[src/hw/rtl/ddo_pkg.sv]
// Shared constants, register codes and the digit font for the decimal digit overlay.
`timescale 1ns / 1ps

package ddo_pkg;

  localparam int unsigned FRAME_WIDTH  = 224;
  localparam int unsigned FRAME_HEIGHT = 172;
  localparam int unsigned CELL_PITCH   = 2;
  localparam int unsigned TEXT_ORIGIN  = 16;
  localparam int unsigned BLOCK_SIZE   = 5;
  localparam int unsigned MAX_DIGITS   = 10;

  localparam int unsigned GRID_COLS  = 4;
  localparam int unsigned GRID_ROWS  = 6;
  localparam int unsigned BCD_DIGITS = 10;
  localparam int unsigned BCD_BITS   = 4 * BCD_DIGITS;

  localparam int unsigned VALUE_WIDTH = 31;
  localparam int unsigned LUMA_WIDTH  = 8;
  localparam int unsigned COORD_WIDTH = 8;
  localparam int unsigned STEP_WIDTH  = $clog2(VALUE_WIDTH + 1);

  localparam logic [LUMA_WIDTH-1:0] FORE_LUMA_RESET    = 8'd235;
  localparam logic [LUMA_WIDTH-1:0] BACK_LUMA_RESET    = 8'd16;
  localparam logic [LUMA_WIDTH-1:0] CHROMA_LEVEL_RESET = 8'd128;

  typedef enum logic [1:0] {
    REG_SHOWN_VALUE  = 2'd0,
    REG_FORE_LUMA    = 2'd1,
    REG_BACK_LUMA    = 2'd2,
    REG_CHROMA_LEVEL = 2'd3
  } cfg_reg_t;

  // one nibble per font row, bit 3 is column 0
  localparam logic [3:0] GLYPH [10][6] = '{
    '{4'hE, 4'hA, 4'hA, 4'hA, 4'hE, 4'h0},
    '{4'h4, 4'h4, 4'h4, 4'h4, 4'h4, 4'h0},
    '{4'hE, 4'h2, 4'hE, 4'h8, 4'hE, 4'h0},
    '{4'hE, 4'h2, 4'hE, 4'h2, 4'hE, 4'h0},
    '{4'hA, 4'hA, 4'hE, 4'h2, 4'h2, 4'h0},
    '{4'hE, 4'h8, 4'hE, 4'h2, 4'hE, 4'h0},
    '{4'hE, 4'h8, 4'hE, 4'hA, 4'hE, 4'h0},
    '{4'hE, 4'h2, 4'h2, 4'h2, 4'h2, 4'h0},
    '{4'hE, 4'hA, 4'hE, 4'hA, 4'hE, 4'h0},
    '{4'hE, 4'hA, 4'hE, 4'h2, 4'hE, 4'h0}
  };

  function automatic logic [3:0] glyph_row(input logic [3:0] digit, input logic [2:0] row);
    logic [3:0] bits;
    bits = 4'h0;
    if (digit <= 4'd9 && row <= 3'd5) begin
      bits = GLYPH[digit][row];
    end
    return bits;
  endfunction

endpackage

[src/hw/rtl/ddo_bcd_conv.sv]
// Shift-and-add-3 binary to decimal converter holding the drawn digits.
`timescale 1ns / 1ps

module ddo_bcd_conv #(
  parameter int unsigned MAX_DIGITS = ddo_pkg::MAX_DIGITS,
  localparam int unsigned CW = $clog2(MAX_DIGITS + 1)
) (
  input  logic                               clk,
  input  logic                               rst,
  input  logic                               start,
  input  logic [ddo_pkg::VALUE_WIDTH-1:0]    value,
  output logic                               busy,
  output logic [CW-1:0]                      digit_count,
  output logic [MAX_DIGITS-1:0][3:0]         digits
);

  logic [ddo_pkg::BCD_BITS-1:0]    bcd;
  logic [ddo_pkg::BCD_BITS-1:0]    adj;
  logic [ddo_pkg::VALUE_WIDTH-1:0] shreg;
  logic [ddo_pkg::STEP_WIDTH-1:0]  step_cnt;
  logic [CW-1:0]                   digit_count_next;
  logic [MAX_DIGITS-1:0][3:0]      digits_next;

  always_comb begin
    for (int k = 0; k < int'(ddo_pkg::BCD_DIGITS); k++) begin
      adj[4*k +: 4] = (bcd[4*k +: 4] >= 4'd5) ? bcd[4*k +: 4] + 4'd3 : bcd[4*k +: 4];
    end
  end

  // significant digits, capped, most significant drawn digit at position 0
  always_comb begin
    int hi;
    hi = 0;
    for (int k = 0; k < int'(ddo_pkg::BCD_DIGITS); k++) begin
      if (bcd[4*k +: 4] != 4'd0) begin
        hi = k + 1;
      end
    end
    if (hi == 0) begin
      hi = 1;
    end
    if (hi > int'(MAX_DIGITS)) begin
      hi = int'(MAX_DIGITS);
    end
    digit_count_next = CW'(hi);
    for (int p = 0; p < int'(MAX_DIGITS); p++) begin
      digits_next[p] = 4'd0;
      for (int k = 0; k < int'(MAX_DIGITS); k++) begin
        if (k == hi - 1 - p) begin
          digits_next[p] = bcd[4*k +: 4];
        end
      end
    end
  end

  always_ff @(posedge clk) begin
    if (rst) begin
      busy     <= 1'b0;
      step_cnt <= '0;
      bcd      <= '0;
    end else if (start) begin
      busy     <= 1'b1;
      step_cnt <= ddo_pkg::STEP_WIDTH'(ddo_pkg::VALUE_WIDTH);
      bcd      <= '0;
    end else if (busy) begin
      bcd      <= {adj[ddo_pkg::BCD_BITS-2:0], shreg[ddo_pkg::VALUE_WIDTH-1]};
      step_cnt <= step_cnt - 1'b1;
      if (step_cnt == ddo_pkg::STEP_WIDTH'(1)) begin
        busy <= 1'b0;
      end
    end
  end

  always_ff @(posedge clk) begin
    if (start) begin
      shreg <= value;
    end else if (busy) begin
      shreg <= {shreg[ddo_pkg::VALUE_WIDTH-2:0], 1'b0};
    end
  end

  always_ff @(posedge clk) begin
    if (rst) begin
      digit_count <= CW'(1);
      digits      <= '0;
    end else begin
      digit_count <= digit_count_next;
      digits      <= digits_next;
    end
  end

endmodule

[src/hw/rtl/ddo_glyph.sv]
// Font lookup: finds the last font cell covering a pixel and returns its bit.
`timescale 1ns / 1ps

module ddo_glyph #(
  parameter int unsigned MAX_DIGITS = ddo_pkg::MAX_DIGITS,
  localparam int unsigned CW = $clog2(MAX_DIGITS + 1)
) (
  input  logic [ddo_pkg::COORD_WIDTH-1:0] x,
  input  logic [ddo_pkg::COORD_WIDTH-1:0] y,
  input  logic [CW-1:0]                   digit_count,
  input  logic [MAX_DIGITS-1:0][3:0]      digits,
  output logic                            font
);

  localparam int unsigned NROW = ddo_pkg::GRID_ROWS;
  localparam int unsigned NCOL = ddo_pkg::GRID_COLS;

  logic [31:0]                      x_ext;
  logic [31:0]                      y_ext;
  logic                             in_frame;
  logic [NROW-1:0]                  row_hit;
  logic [NROW-1:0]                  row_sel;
  logic                             row_any;
  logic [MAX_DIGITS-1:0][NCOL-1:0]  col_hit;
  logic [MAX_DIGITS-1:0]            grp_any;
  logic [MAX_DIGITS-1:0]            grp_bit;

  assign x_ext    = 32'(x);
  assign y_ext    = 32'(y);
  assign in_frame = (x_ext < ddo_pkg::FRAME_WIDTH) && (y_ext < ddo_pkg::FRAME_HEIGHT);

  for (genvar i = 0; i < NROW; i++) begin : g_row
    localparam int unsigned Y0 = ddo_pkg::TEXT_ORIGIN + ddo_pkg::CELL_PITCH * i;
    assign row_hit[i] = (y_ext >= Y0) && (y_ext < Y0 + ddo_pkg::BLOCK_SIZE);
  end

  for (genvar p = 0; p < MAX_DIGITS; p++) begin : g_pos
    for (genvar c = 0; c < NCOL; c++) begin : g_col
      localparam int unsigned X0 =
        ddo_pkg::TEXT_ORIGIN + ddo_pkg::CELL_PITCH * (NCOL * p + c);
      assign col_hit[p][c] = (x_ext >= X0) && (x_ext < X0 + ddo_pkg::BLOCK_SIZE);
    end
  end

  // highest covering row
  always_comb begin
    row_sel = '0;
    row_any = 1'b0;
    for (int i = 0; i < int'(NROW); i++) begin
      if (row_hit[i]) begin
        row_sel = '0;
        row_sel[i] = 1'b1;
        row_any = 1'b1;
      end
    end
  end

  // per digit: font bit of its highest covering column in the chosen row
  always_comb begin
    logic [3:0] nib;
    logic       b;
    for (int p = 0; p < int'(MAX_DIGITS); p++) begin
      nib = 4'h0;
      for (int i = 0; i < int'(NROW); i++) begin
        if (row_sel[i]) begin
          nib = ddo_pkg::glyph_row(digits[p], 3'(i));
        end
      end
      b = 1'b0;
      for (int c = 0; c < int'(NCOL); c++) begin
        if (col_hit[p][c]) begin
          b = nib[NCOL-1-c];
        end
      end
      grp_bit[p] = b;
      grp_any[p] = (CW'(p) < digit_count) && (|col_hit[p]);
    end
  end

  always_comb begin
    font = 1'b0;
    for (int p = 0; p < int'(MAX_DIGITS); p++) begin
      if (grp_any[p]) begin
        font = grp_bit[p];
      end
    end
    font = font && in_frame && row_any;
  end

endmodule

[src/hw/rtl/decimal_digit_overlay.sv]
// Top level of the decimal digit overlay: config registers, pixel pipeline, result register.
//
//   channel  | handshake                  | beat
//   ---------+----------------------------+------------------------------------------
//   pixel    | pixel_valid / pixel_stall  | pixel_x, pixel_y
//   result   | result_valid / result_stall| luma_byte, chroma_byte, is_font_pixel
//   cfg      | cfg_valid / cfg_ready      | cfg_index, cfg_data
//
// One pixel per cycle while pixel_stall is low; each pixel beat passes the input register,
// then its result the output register. Writing shown_value starts a binary to decimal
// conversion; pixel_stall is high and cfg_ready low while it runs.
// Reset is synchronous; luma and chroma registers return to 235/16/128 and the value to 0.
// A stalled result holds the output register; the input register takes one more beat.
`timescale 1ns / 1ps

module decimal_digit_overlay #(
  parameter int unsigned MAX_DIGITS = ddo_pkg::MAX_DIGITS
) (
  input  logic                              clk,
  input  logic                              rst,
  input  logic                              pixel_valid,
  output logic                              pixel_stall,
  input  logic [ddo_pkg::COORD_WIDTH-1:0]   pixel_x,
  input  logic [ddo_pkg::COORD_WIDTH-1:0]   pixel_y,
  output logic                              result_valid,
  input  logic                              result_stall,
  output logic [ddo_pkg::LUMA_WIDTH-1:0]    luma_byte,
  output logic [ddo_pkg::LUMA_WIDTH-1:0]    chroma_byte,
  output logic                              is_font_pixel,
  input  logic                              cfg_valid,
  output logic                              cfg_ready,
  input  logic [1:0]                        cfg_index,
  input  logic [ddo_pkg::VALUE_WIDTH-1:0]   cfg_data
);

  localparam int unsigned CW = $clog2(MAX_DIGITS + 1);

  logic [ddo_pkg::LUMA_WIDTH-1:0]  fore_luma;
  logic [ddo_pkg::LUMA_WIDTH-1:0]  back_luma;
  logic [ddo_pkg::LUMA_WIDTH-1:0]  chroma_level;
  logic                            cfg_wr;
  logic                            conv_start;
  logic                            conv_busy;
  logic [CW-1:0]                   digit_count;
  logic [MAX_DIGITS-1:0][3:0]      digits;

  logic                            s1_valid;
  logic [ddo_pkg::COORD_WIDTH-1:0] s1_x;
  logic [ddo_pkg::COORD_WIDTH-1:0] s1_y;
  logic                            out_open;
  logic                            pixel_take;
  logic                            font;

  assign cfg_ready  = !conv_busy;
  assign cfg_wr     = cfg_valid && cfg_ready;
  assign conv_start = cfg_wr && (ddo_pkg::cfg_reg_t'(cfg_index) == ddo_pkg::REG_SHOWN_VALUE);

  always_ff @(posedge clk) begin
    if (rst) begin
      fore_luma    <= ddo_pkg::FORE_LUMA_RESET;
      back_luma    <= ddo_pkg::BACK_LUMA_RESET;
      chroma_level <= ddo_pkg::CHROMA_LEVEL_RESET;
    end else if (cfg_wr) begin
      unique case (ddo_pkg::cfg_reg_t'(cfg_index))
        ddo_pkg::REG_SHOWN_VALUE: begin
        end
        ddo_pkg::REG_FORE_LUMA:    fore_luma    <= cfg_data[ddo_pkg::LUMA_WIDTH-1:0];
        ddo_pkg::REG_BACK_LUMA:    back_luma    <= cfg_data[ddo_pkg::LUMA_WIDTH-1:0];
        ddo_pkg::REG_CHROMA_LEVEL: chroma_level <= cfg_data[ddo_pkg::LUMA_WIDTH-1:0];
        default: begin
        end
      endcase
    end
  end

  ddo_bcd_conv #(
    .MAX_DIGITS (MAX_DIGITS)
  ) u_conv (
    .clk         (clk),
    .rst         (rst),
    .start       (conv_start),
    .value       (cfg_data),
    .busy        (conv_busy),
    .digit_count (digit_count),
    .digits      (digits)
  );

  assign out_open    = !result_valid || !result_stall;
  assign pixel_stall = conv_busy || (s1_valid && !out_open);
  assign pixel_take  = pixel_valid && !pixel_stall;

  always_ff @(posedge clk) begin
    if (rst) begin
      s1_valid <= 1'b0;
    end else if (pixel_take) begin
      s1_valid <= 1'b1;
    end else if (out_open) begin
      s1_valid <= 1'b0;
    end
  end

  always_ff @(posedge clk) begin
    if (pixel_take) begin
      s1_x <= pixel_x;
      s1_y <= pixel_y;
    end
  end

  ddo_glyph #(
    .MAX_DIGITS (MAX_DIGITS)
  ) u_glyph (
    .x           (s1_x),
    .y           (s1_y),
    .digit_count (digit_count),
    .digits      (digits),
    .font        (font)
  );

  always_ff @(posedge clk) begin
    if (rst) begin
      result_valid <= 1'b0;
    end else if (out_open) begin
      result_valid <= s1_valid;
    end
  end

  always_ff @(posedge clk) begin
    if (out_open && s1_valid) begin
      luma_byte     <= font ? fore_luma : back_luma;
      chroma_byte   <= chroma_level;
      is_font_pixel <= font;
    end
  end

endmodule

[config.mk]
export PLATFORM = sky130hd
export DESIGN_NAME = decimal_digit_overlay
export DESIGN_NICKNAME = d
export VERILOG_FILES = /design/src/hw/rtl/ddo_pkg.sv /design/src/hw/rtl/ddo_bcd_conv.sv /design/src/hw/rtl/ddo_glyph.sv /design/src/hw/rtl/decimal_digit_overlay.sv
export SDC_FILE = /design/constraint.sdc
export NUM_CORES = 1
export LEC_CHECK = 0
export BUFFER_PORTS_ARGS = -buffer_cell sky130_fd_sc_hd__buf_4
export CORE_MARGIN = 1.5
export CORE_UTILIZATION = 45
export DETAILED_ROUTE_END_ITERATION = 10
export SLEW_MARGIN = 25
export SYNTH_ARGS = -nofsm -noshare
export SYNTH_HDL_FRONTEND = slang
export SYNTH_SLANG_ARGS = --single-unit
[constraint.sdc]
create_clock -name clk -period 5.9 [get_ports clk]
set_input_delay 1.475 -clock clk [delete_from_list [all_inputs] [get_ports clk]]
set_output_delay 1.475 -clock clk [all_outputs]
set_load 0.05 [all_outputs]
==> run_results.csv <==
group,metric,value,unit
timing,min_period,5545,ps
timing,slew_viol_final,0,
timing,finClkSkew,16.77,ps
floorplanning,die_area,33990,sq um
synth,syn-num-nets,2125,
power_and_ir_drop,power.leakage,6.347,nW
synth,ys_ff_latch,180,
final_layout,antennaDiodeCount,0,
routing,num_vias,15280,
synth,yosysTopAreaCell,"dfxtp_1",
worst_setup_path,cp.arrival,5930,ps
worst_setup_path,crit_fanout,5,
synth,netlist_area,14800,sq um
clocking,cts_tree,"built",
timing,tightest_slew,1084,ps
timing,finalCritPeriodShare,0.9398,
final_layout,drive_gt1_frac,0.1283,
place,place_hpwl,39070,microns
floorplanning,start_util,0.4561,
clocking,cts_buffers,17,
clocking,clock_sinks,180,
global_route,grt_max_degree,72,
worst_hold_path,hp-class,"register to register",
routing,totalWireLength,52790,microns
routing,post_drt_wl_per_cell,21.52,microns
synth,synth.top_cell.area_share,0.1569,
power_and_ir_drop,p_per_area,192.9,nW/um^2
floorplanning,io_pins,74,
synth,ys_warn_count,0,
worst_setup_path,cp_common_cell,"ha_1",
power_and_ir_drop,vdd_drop_max,225.0,uV
worst_setup_path,max_stage_delay,620,ps
synth,synth_commonest_cells,"nand2_1, a21oi_1, nor2_1",
synth,yosysSeqAreaShare,0.2867,
synth,syn_inst,1969,
global_route,antenna_found_initial,0,
synth,yosys-top-cells-area,"dfxtp_1, edfxtp_1, ha_1",
routing,firstDrtPassIters,6,
global_route,grt_pass1_wl,81100,microns
worst_setup_path,cpLargestDelayFamily,"simple AND/OR/NAND/NOR gates",
floorplanning,die_h,184.4,microns
routing,viasPerCell,6.229,
worst_setup_path,required,6280,ps
final_layout,multi_input_area,9771,sq um
synth,synth.most_common_cell,"nand2_1",
global_route,grt_pass1_vias,14050,
worst_setup_path,endpoint_kind,"register",
global_route,grtUsageTotal,0.3116,
clocking,cts_buffer_depth,2,
routing,drtIter0Drc,1739,
timing,setup-tns-final,0,ps
final_layout,fillers,3231,
floorplanning,rows,66,
timing,max_freq,180.4,MHz
place,placed_cell_area,16000,sq um
synth,synthArstFlopShare,0,
place,gp_congestion,0.9861,
worst_setup_path,path_buf_inv,5,
synth,synth_edf_count,64,
final_layout,area_delta_synth_final,12.84,%
clocking,cts_root_buf,"clkbuf_16",
synth,yosysUniqueCellTypes,85,
synth,syn_avg_cell_area,7.518,sq um
worst_setup_path,cp_slowest_cell,"or4b_2",
routing,antenna_left,0,
run_status,outcome,"completed",
floorplanning,core_area,32450,sq um
final_layout,design_area,16700,sq um
clocking,htreeDepth,4,
job,cap_violations,0,
timing,rsz0062_at_grt,"no",
timing,report.final.hold_viol_count,0,
floorplanning,die_w,184.4,microns
synth,synth_flop_cell,"dfxtp_1",
worst_setup_path,cp-start-kind,"register",
clocking,worstSkewPairLatency,460,ps
final_layout,nets,2154,
clocking,path_clk_slew,80,ps
timing,maxSlewHeadroom,0.2709,
worst_setup_path,criticalPathCategory,"register to register",
routing,drcViolationCount,0,
timing,finalSetupViolations,0,
global_route,globalRouteOverflowTotal,0,
place,numPortBuffers,73,
final_layout,sequential_cell_area,4245,sq um
## final timing paths
path | start | to | cells past startpoint | slack (ps)
setup / recovery | u_conv.bcd[21] | u_conv.digits[22] | 26 | 360
hold / removal | chroma_level[3] | chroma_byte[3] | 0 | 430
setup reg to reg | u_conv.bcd[21] | u_conv.digits[22] | 26 | 360
hold reg to reg | chroma_level[3] | chroma_byte[3] | 0 | 430
## state kept, by name (all words and copies together) (netlist names)
signal              count
u_conv.bcd             40
u_conv.digits          40
u_conv.shreg           31
back_luma               8
chroma_byte             8
chroma_level            8
fore_luma               8
luma_byte               8
s1_x                    8
s1_y                    8
u_conv.step_cnt         5
u_conv.digit_count      4
is_font_pixel           1
result_valid            1
s1_valid                1
u_conv.busy             1
## power by group
| group | internal (W) | switching, W | total [W] |
|---|---|---|---|
| Combinational | 0.000219 | 0.000426 | 0.000646 |
| Sequential | 0.00133 | 0.0000442 | 0.00138 |
| Clock | 0.000585 | 0.000616 | 0.00120 |
## layout by cell type (no fill, tap or decap), drive strengths merged, types with 12 or more instances in the layout
master / n
o221ai: 16
o21ai: 120
a21o: 21
o22ai: 17
nand2: 304
mux2: 12
buf: 160
o311ai: 13
clkbuf: 17
dfxtp: 116
o211ai: 20
nor3b: 21
nand3b: 12
nor2b: 15
inv: 92
xnor2: 15
nand2b: 32
a21oi: 186
a22oi: 15
nor3: 53
a31oi: 27
nand3: 63
o31ai: 16
nor2: 179
a221oi: 18
mux2i: 24
a211oi: 38
ha: 102
edfxtp: 64
and3: 17
## logic make-up (layout without fill, tap and decap cells)
group	after synthesis	after routing	share of synthesized area
simple gates	777	777	0.2517
compound gates	615	615	0.2717
buf+inv	234	276	0.06069
flops	180	180	0.2867
fa+ha+maj	102	102	0.08621
mux	37	37	0.02688
xor+xnor	24	24	0.01606
## layer usage
metal	share of wire	global-route usage	up-vias
li1	-	-	7237
met1	0.44	0.4293	7202
met2	0.43	0.4697	716
met3	0.099	0.07489	124
met4	0.031	0.1154	0
met5	0	0	-
## layout make-up
class                      instances  area share
timing repair buffer             160     0.07198
clock buffer                      17     0.02547
multi-input combinational       1555      0.5849
clock inverter                    15     0.01146
tap                              442     0.03311
sequential                       180      0.2542
inverter                          84     0.01888
## per-stage QoR
stage	total power, W	util	hold slack [ps]	setup WS, ps	std cells
floorplan	0.001800	-	408.1	83.82	1969
global placement	0.002020	0.4929	414.6	277.5	2418
detailed placement	0.002027	0.4929	413.0	122.3	2418
CTS	0.003227	0.5119	432.6	69.92	2450
global route	0.003362	0.5147	439.2	32.54	2453
finish	0.003222	0.5147	433.4	355.3	2453
## repair_timing
item	4_1_cts	5_1_grt
buffers inserted	0	2
hold buffers	0	0
resized for setup	0	14
setup endpoints to repair	0	14
Note: power is estimated with default switching activity, not from simulation.
